## src/rtl/rmq_pkg.sv

```systemverilog
// Shared types and constants for the rotation matrix to quaternion core.
// Used by rmq_udiv_pipe and rotation_matrix_to_quaternion_core.
package rmq_pkg;

    localparam int FRAC_BITS  = 14;
    localparam int ELEM_W     = 16;
    localparam int NUM_ELEMS  = 9;
    localparam int VAL_W      = ELEM_W + 2;
    localparam int PAIR_W     = ELEM_W + 1;
    localparam int ROOT_STEPS = 16;
    localparam int QUO_BITS   = 16;
    localparam int WORD_W     = 32;
    localparam int BEST_W     = 16;
    localparam int DEN_W      = BEST_W + 2;

    typedef enum logic [1:0] {
        COMP_W = 2'd0,
        COMP_X = 2'd1,
        COMP_Y = 2'd2,
        COMP_Z = 2'd3
    } comp_t;

    // Item sideband through the root stages.
    typedef struct packed {
        comp_t                   idx;
        logic [3:0]              neg;
        logic [3:0][PAIR_W-1:0]  mag;
    } root_side_t;

    // Item sideband through the divider stages.
    typedef struct packed {
        comp_t             idx;
        logic [3:0]        neg;
        logic [BEST_W-1:0] best;
    } div_side_t;

endpackage

```

## src/rtl/rmq_udiv_pipe.sv

```systemverilog
// Pipelined unsigned restoring divider, one quotient bit per stage.
// Depends on rmq_pkg; quotient must fit in QUO_BITS bits.
module rmq_udiv_pipe
    import rmq_pkg::*;
(
    input  logic                aclk,
    input  logic                en,
    input  logic [WORD_W-1:0]   num_in,
    input  logic [DEN_W-1:0]    den_in,
    output logic [QUO_BITS-1:0] quo_out
);

    logic [WORD_W-1:0]   n_reg [QUO_BITS];
    logic [DEN_W-1:0]    d_reg [QUO_BITS];
    logic [QUO_BITS-1:0] q_reg [QUO_BITS];

    genvar k;
    generate
        for (k = 0; k < QUO_BITS; k++) begin : g_step
            logic [WORD_W-1:0]   n_in;
            logic [DEN_W-1:0]    d_in;
            logic [QUO_BITS-1:0] q_in;
            logic [WORD_W-1:0]   sh;
            logic                ge;
            logic [WORD_W-1:0]   n_next;
            logic [QUO_BITS-1:0] q_next;

            if (k == 0) begin : g_first
                assign n_in = num_in;
                assign d_in = den_in;
                assign q_in = '0;
            end else begin : g_rest
                assign n_in = n_reg[k-1];
                assign d_in = d_reg[k-1];
                assign q_in = q_reg[k-1];
            end

            // Try the divisor at this quotient weight
            assign sh     = WORD_W'(d_in) << (QUO_BITS - 1 - k);
            assign ge     = (n_in >= sh);
            assign n_next = ge ? (n_in - sh) : n_in;
            assign q_next = q_in | (QUO_BITS'(ge) << (QUO_BITS - 1 - k));

            always_ff @(posedge aclk) begin
                if (en) begin
                    n_reg[k] <= n_next;
                    d_reg[k] <= d_in;
                    q_reg[k] <= q_next;
                end
            end
        end
    endgenerate

    assign quo_out = q_reg[QUO_BITS-1];

endmodule

```

## config.mk

```make
export PLATFORM = sky130hd
export DESIGN_NAME = rmq_udiv_pipe
export DESIGN_NICKNAME = d
export VERILOG_FILES = /design/src/rtl/rmq_pkg.sv /design/src/rtl/rmq_udiv_pipe.sv
export SDC_FILE = /design/constraint.sdc
export NUM_CORES = 1
export LEC_CHECK = 0
export BUFFER_PORTS_ARGS = -buffer_cell sky130_fd_sc_hd__buf_2
export CAP_MARGIN = 20
export CORE_MARGIN = 8
export CORE_UTILIZATION = 51
export DETAILED_ROUTE_END_ITERATION = 12
export PLACE_DENSITY = 0.67
export REMOVE_ABC_BUFFERS = 1
export SYNTH_ARGS = -nofsm -noshare
export SYNTH_HDL_FRONTEND = slang
export SYNTH_SLANG_ARGS = --single-unit
export TNS_END_PERCENT = 50
```

## constraint.sdc

```tcl
create_clock -name aclk -period 7.7 [get_ports aclk]
set_clock_uncertainty 0.15 [all_clocks]
set_input_delay 0.385 -clock aclk [delete_from_list [all_inputs] [get_ports aclk]]
set_output_delay 0.385 -clock aclk [all_outputs]
set_load 0.05 [all_outputs]
```

# Word-level counts from Yosys, hierarchy flattened
# Memories as Yosys holds them, arrays and structs flattened.
# Cells that the tools add are included.
# Widths: inputs -> output; s select.
# totals
regBits	0
latchBits	0
ramBits	1056
mem_bits_ro	0
out_inout_bits	16
elab_cells	68
memories	3
# classes
n_addsub	16
mul	0
div_mod_pow	0
magnitude_cmp	16
n_eq_ne	0
shifts	0
muxes	18
bitwise	15
n_reduce_logical	0
# mem_list
name	depth	word_bits	read_ports	rd_ports_with_merged_regs	wr	line	source
n_reg	16	32	15	0	16	rmq_udiv_pipe.sv:13	logic [WORD_W-1:0] n_reg [QUO_BITS];
d_reg	16	18	15	0	16	rmq_udiv_pipe.sv:14	logic [DEN_W-1:0] d_reg [QUO_BITS];
q_reg	16	16	16	0	16	rmq_udiv_pipe.sv:15	logic [QUO_BITS-1:0] q_reg [QUO_BITS];
# ops
op	n
$mux 32	16
$ge 32x32->1	2
$sub 32x32->32	2
$ge 32x18->1	1
$ge 32x19->1	1
$ge 32x20->1	1
$ge 32x21->1	1
$ge 32x22->1	1
$ge 32x23->1	1
$ge 32x24->1	1
$ge 32x25->1	1
$ge 32x26->1	1
$ge 32x27->1	1
$ge 32x28->1	1
$ge 32x29->1	1
$ge 32x30->1	1
$ge 32x31->1	1
$sub 32x18->32	1
$sub 32x19->32	1
$sub 32x20->32	1
$sub 32x21->32	1
$sub 32x22->32	1
$sub 32x23->32	1
$sub 32x24->32	1
23 further kinds	24

# Depth between registers and ports, before layout
# Gate-level depths: netlist of the first run.
# An unclocked memory read counts as a cell.
# logic_depth
word_depth	3
ltp_mapped	14

# Worst setup path after synthesis of the first run
# No wires, ideal clock.
# synth_path
path_type	register to register
from	memory n_reg[8][6], in the netlist n_reg[1][6]
to	memory n_reg[9][20], in the netlist n_reg[1][52] (data pin)
arrival_time_ns	2.800
required_time_ns	7.281
slack_ns	4.482
path_stages_with_launch	13
n_path_buf	2
synth_period_minus_slack_ns	3.218
cell_sequence	edfxtp_1 inv_1 ha_1 inv_1 fa_1 a211oi_1 o211ai_1 a21boi_1 a21oi_1 and4bb_2 clkbuf_1 clkbuf_1 o21ai_0
# synth_lines
element	line
start, declared	rmq_udiv_pipe.sv:13

==> results.cfg, run 1 <==
[setup_path]
reg2reg_setup_slack_ps = 3760
critPathSlowestCell = and4bb_2
cp_common_cell = inv_1
critPathArrivalTime_ps = 4180
path_delay_family = compound AO/OA/AOI/OAI gates
path_cells = inv_1, ha_1, inv_1, fa_1, a211oi_1, o211ai_1, a21boi_1, a21oi_1, and4bb_2, nor2_1, nor4b_1, xor2_1
critPathLaunchType = register
end_kind = register
critPathBufInv = 2
rr_endpoint = n_reg[1][58]
worstSetupPathType = register to register
r2r_start = n_reg[1][6]
cp.required_ps = 7940
r2r_cells = 12
max_stage_delay_ps = 830
cp_max_fo = 41

[detailed_routing]
postRouteAntennaNets = 0
drc_errors = 0
vias = 30220
routed_wl_um = 89980
wl_per_cell_um = 16.62
vias_per_cell = 5.583
drtPass1Iterations = 6
drt_iter0_drc = 1643

[synthesis]
syn_area_per_cell_um2 = 11.69
synth_seq_cells = 886
synthFlopType = edfxtp_1
yosysUniqueCellTypes = 81
netlist_instances = 3985
syn_area_mm2 = 0.04659
yosys_warnings = 0
synth-edff-count = 886
seq_area_frac_synth_pct = 57.10
async_flop_share_pct = 0

[cts]
cts_buffers = 96
cts_tree = done
cts-root-buf = clkbuf_16
clkSinkCount = 886
postCtsSetupBuffers = 0
clk_pin_slew_worst_paths_ps = 60
insertion_delay_ps = 670
cts.htree.levels = 3
clockBufferDepth = 3

[min_path]
hold_depth = 1
hold_class = primary input to register
min_from = en
whs_endpoint = d_reg[0][16]

[floorplan]
start_util_pct = 51.14
ios = 68
num_rows = 111
core_mm2 = 0.09111
design.die.area_mm2 = 0.1013
chipWidth_um = 318.3
die_h_um = 318.3

[sta]
slew_headroom_pct = 31.66
rsz0062_at_grt = false
fin_crit_sh_pct = 51.18
drv_slew = 0
clock.fmax_mhz = 253.8
finalSetupViolCount = 0
post-route-min-period_ps = 3941
tns_ps = 0
worst_pin_slew_ps = 1025
finalHoldViolCount = 0

[layout]
area_delta_synth_final_pct = 12.08
nFillCells = 7333
multi_input_area_mm2 = 0.01830
final_cell_mix = edfxtp_1, inv_1, a21oi_1
largest_reg_flops = 480
fin_nets = 4501
antenna_cells = 0
seq_area_mm2 = 0.02661
drive_above_1_share_pct = 8.091
final_common_cell = edfxtp_1

[place]
place.gp.congestion = 0.9172
io_buffers = 67
hpwl_um = 65450

[pwr]
leakage_nw = 20.30
peakVddDrop_mv = 0.2235
p_per_area_mw_per_mm2 = 357.7
finalPower_mw = 18.68

[grt]
grt_pass1_vias = 31200
grt_max_degree = 166
grt_usage_pct = 17.26
grt_pass1_wl_um = 145700
grt-ovfl-total = 0
antenna_found_initial = 0

[run]
cap_viol_max_count = 0

[run_status]
status = finished clean
## worst max-delay path by stage
stage	start	to	depth (start not counted)
2_1_floorplan	d_reg[1][55]	n_reg[1][156]	10
3_3_place_gp	n_reg[0][138]	n_reg[0][175]	11
3_5_place_dp	n_reg[0][138]	n_reg[0][173]	11
4_1_cts	n_reg[0][138]	n_reg[0][171]	11
5_1_grt	n_reg[1][6]	n_reg[1][58]	12
6_report	n_reg[1][6]	n_reg[1][58]	12
## final cells by class
cell class / count / share of cell area [%]
Inverter: 378 / 2.717
Sequential cell: 886 / 50.95
Clock inverter: 63 / 1.538
Multi-Input combinational cell: 2645 / 35.04
Tap cell: 1186 / 2.841
Clock buffer: 115 / 4.859
Timing Repair Buffer: 140 / 2.056
## power breakdown
group	internal, mW	total [mW]	switching (mW)
logic	2.83	6.55	3.71
registers	6.75	7.33	0.584
clock network	2.93	4.81	1.88
## routing by layer
layer / wire length [um] / up-vias / global-route usage [%]
li1: - / 15080 / -
met1: 31430 / 14190 / 15.42
met2: 50310 / 617 / 35.36
met3: 2445 / 337 / 2.331
met4: 5800 / 0 / 11.02
met5: 0 / - / 0
## metrics by stage
step / worst slack (ps) / utilization [%] / cell area, um2 / cells / hold slack, ps
2_1_floorplan: 3352 / - / 46280 / 3909 / 250.3
3_3_place_gp: 3642 / 53.07 / 48350 / 5183 / 250.9
3_5_place_dp: 3586 / 53.07 / 48350 / 5183 / 254.5
4_1_cts: 3534 / 57.29 / 52190 / 5411 / 86.23
5_1_grt: 3535 / 57.32 / 52220 / 5413 / 108.1
6_report: 3759 / 57.32 / 52220 / 5413 / 75.37
## what timing repair did
action,4_1_cts,5_1_grt
setup endpoints to repair,0,0
gates resized for setup,0,0
hold buffers,50,0
endpoints found under the hold margin,50,0
## synth_stat cells (13+ instances only)
library cell / count / share of area (%)
mux2_2: 56 / 1.4
o2111ai_1: 17 / 0.32
nand2_1: 286 / 2.3
a211oi_1: 37 / 0.60
o21a_1: 44 / 0.71
nor2_1: 286 / 2.3
or2_2: 16 / 0.21
nand3_1: 64 / 0.69
nand2b_1: 37 / 0.50
or4_1: 13 / 0.21
nor2b_1: 47 / 0.63
xor2_1: 138 / 2.6
inv_1: 376 / 3.0
xnor2_1: 156 / 2.9
o31ai_1: 22 / 0.35
o211ai_1: 19 / 0.31
edfxtp_1: 886 / 57
nand4_1: 37 / 0.50
nor3_1: 73 / 0.78
o21ai_0: 213 / 2.3
o31a_1: 16 / 0.30
ha_1: 287 / 7.7
a21o_1: 90 / 1.5
a31oi_1: 27 / 0.36
a21oi_1: 315 / 3.4
o21bai_1: 31 / 0.50
nor4b_1: 19 / 0.36
nor4_1: 41 / 0.55
or3_1: 25 / 0.34
and3_1: 21 / 0.28
fa_1: 15 / 0.64
clkbuf_1: 62 / 0.50
## logic make-up after synthesis
| family | synth area share (%) |
|---|---|
| simple gates | 10.92 |
| fa+ha+maj | 8.351 |
| flops | 57.10 |
| mux | 1.582 |
| compound gates | 12.79 |
| buf+inv | 3.730 |
| xor+xnor | 5.526 |
No activity file was read; power rests on OpenSTA's default activity.
==> run 2: changes to the inputs <==
ABC_AREA = 1   (was default)
clock period = 3.7 ns   (was 7.7 ns; I/O delays follow)
==> run 2 against run 1 <==
Against the previous run:
- area after synthesis is 15% higher
- sequential share of layout area fell by 6.6 points
- combinational power rose to 2.6 times the previous value
- synthesized cell count grew 65%
- non-clock buffer count up 16
- design area up 15%
- sequential power is 110% higher
- fmax is 33% higher
==> results.cfg, run 2 <==
[run_status]
status = finished clean

[cts]
cts-root-buf = clkbuf_16
insertion_delay_ps = 690
cts_buffers = 97
clockBufferDepth = 3
cts_tree = done
clk_pin_slew_worst_paths_ps = 60
cts.htree.levels = 3
clkSinkCount = 886
cts-resized-gates = 0

[detailed_routing]
drtPass1Iterations = 7
vias_per_cell = 5.188
routed_wl_um = 140800
drc_errors = 0
vias = 42770
postRouteAntennaNets = 0
wl_per_cell_um = 17.08
drt_iter0_drc = 3958

[layout]
fin_nets = 7122
final_cell_area_mm2 = 0.05997
final_cell_mix = nand2_1, inv_1, edfxtp_1
drive_above_1_share_pct = 5.109
nFillCells = 9555
largest_reg_flops = 480
area_delta_synth_final_pct = 11.54
final_common_cell = nand2_1

[sta]
drv_slew = 0
finalSetupViolCount = 0
worst_pin_slew_ps = 763.3
rsz0062_at_grt = false
fin_crit_sh_pct = 80.16
clock.fmax_mhz = 337.2
finalHoldViolCount = 0
slew_headroom_pct = 49.06
tns_ps = 0
post-route-min-period_ps = 2966

[floorplan]
design.die.area_mm2 = 0.1161
core_mm2 = 0.1050
num_rows = 119
chipWidth_um = 340.7
die_h_um = 340.7
ios = 68
start_util_pct = 51.22

[setup_path]
cp_max_fo = 29
end_kind = register
cp.required_ps = 4010
critPathLaunchType = register
rr_endpoint = n_reg[0][54]
critPathArrivalTime_ps = 3280
worstSetupPathType = register to register
reg2reg_setup_slack_ps = 730
r2r_cells = 8
r2r_start = d_reg[0][0]

[pwr]
peakVddDrop_mv = 0.4499
p_switching_mw = 17.16
finalPower_mw = 43.39
clockPowerShare_pct = 24.8
p_seq_share_pct = 35.6
p_int_mw = 26.23
combPwrFrac_pct = 39.6
p_per_area_mw_per_mm2 = 723.6
leakage_nw = 28.23
switching_share_pct = 39.55

[place]
io_buffers = 67
hpwl_um = 109700
place_area_mm2 = 0.05587
place.gp.congestion = 0.9456

[grt]
grt_pass1_vias = 40330
antenna_found_initial = 1
grt_max_degree = 129
grt_pass1_wl_um = 221600
grt-ovfl-total = 0
grt_usage_pct = 23.80

[synthesis]
seq_area_frac_synth_pct = 49.48
syn_area_mm2 = 0.05377
netlist_instances = 6566
synthFlopType = edfxtp_1
yosysUniqueCellTypes = 44
synth_seq_cells = 886
async_flop_share_pct = 0
yosysTopAreaCell = edfxtp_1
synth.top_cell.area_share_pct = 49.48
synth.most_common_cell = nand2_1
yosys_warnings = 0
ys_top_cells_by_count = nand2_1, inv_1, edfxtp_1
synth-edff-count = 886
ys_top_cells_by_area = edfxtp_1, nand2_1, inv_1
syn_area_per_cell_um2 = 8.189

[min_path]
hold_class = primary input to register
min_from = den_in[17]
hold_depth = 2
whs_endpoint = d_reg[0][17]

[run]
cap_viol_max_count = 0
run 2: per-stage QoR:
| step | utilization [%] | instances | setup slack, ps | hold WS [ps] |
|---|---|---|---|---|
| finish | 57.13 | 8244 | 734.0 | 88.41 |
| CTS | 57.13 | 8242 | 716.8 | 31.84 |
| detailed placement | 53.22 | 8009 | 760.0 | 221.8 |
| global route | 57.13 | 8242 | 493.8 | 69.87 |
| floorplan | - | 6513 | 1041 | 133.9 |
| global placement | 53.22 | 8009 | 813.6 | 221.3 |
run 2: power by group through the flow:
stage / logic, mW / clock network, mW / registers, mW
floorplan: 12.6 / 0 / 14.8
global placement: 16.7 / 0 / 15.7
detailed placement: 16.8 / 0 / 15.7
CTS: 17.0 / 11.0 / 15.5
global route: 19.5 / 11.3 / 15.6
finish: 17.2 / 10.7 / 15.5
run 2: critical path, cell delays in order (launching register included):
cell and delay, ps:
edfxtp_1 440, ha_1 220, inv_1 90, fa_1 450
inv_1 120, nand2_1 110, nand3_4 140, nand3_2 540
o21ai_0 490
run 2: worst max path at each step:
stage          cells after the start            end          start  slack [ps]
2_1_floorplan                      9  n_reg[0][219]  n_reg[0][179]        1040
3_3_place_gp                      14  n_reg[1][163]  n_reg[1][130]         810
3_5_place_dp                       8   n_reg[0][46]    d_reg[0][0]         760
4_1_cts                            8   n_reg[0][53]    d_reg[0][0]         720
5_1_grt                           11  n_reg[1][172]  n_reg[1][147]         490
6_report                           8   n_reg[0][54]    d_reg[0][0]         730
run 2: what timing repair did:
| action | CTS | global route |
|---|---|---|
| endpoints found under the hold margin | 97 | 0 |
| buffers inserted | 0 | 0 |
| hold buffers | 51 | 0 |
| setup endpoints to repair | 0 | 0 |
run 2: area by class of cell:
cell class / count / area (um2) / share of cell area, %
well taps: 1391 / 1740 / 2.902
flip-flops and latches: 886 / 26610 / 44.37
inverters: 1150 / 4319 / 7.202
diodes: 2 / 5.005 / 0.008346
clock buffers: 104 / 2454 / 4.091
clock inverters: 78 / 1130 / 1.884
repair buffers: 156 / 1254 / 2.091
multi-input cells: 4477 / 22460 / 37.46
run 2: routing by layer:
layer | track usage [%] | vias to the layer above | wire, um
met3 | 3.284 | 221 | 8601
met5 | 0 | - | 0
met4 | 7.300 | 0 | 4069
met2 | 38.20 | 1218 | 63540
met1 | 33.58 | 19780 | 64590
li1 | - | 21550 | -
run 2: cells by family (layout without fill, tap and decap cells):
| kind of cell | Yosys count | after routing | synth area share (%) |
|---|---|---|---|
| and+or+nand+nor | 3551 | 3551 | 27.28 |
| DFF | 886 | 886 | 49.48 |
| other | 0 | 2 | 0 |
| adders and majority gates | 302 | 302 | 7.237 |
| xor gates and xnor gates | 160 | 160 | 2.606 |
| buffers and inverters | 1203 | 1488 | 8.741 |
| AOI/OAI and AO/OA | 464 | 464 | 4.650 |
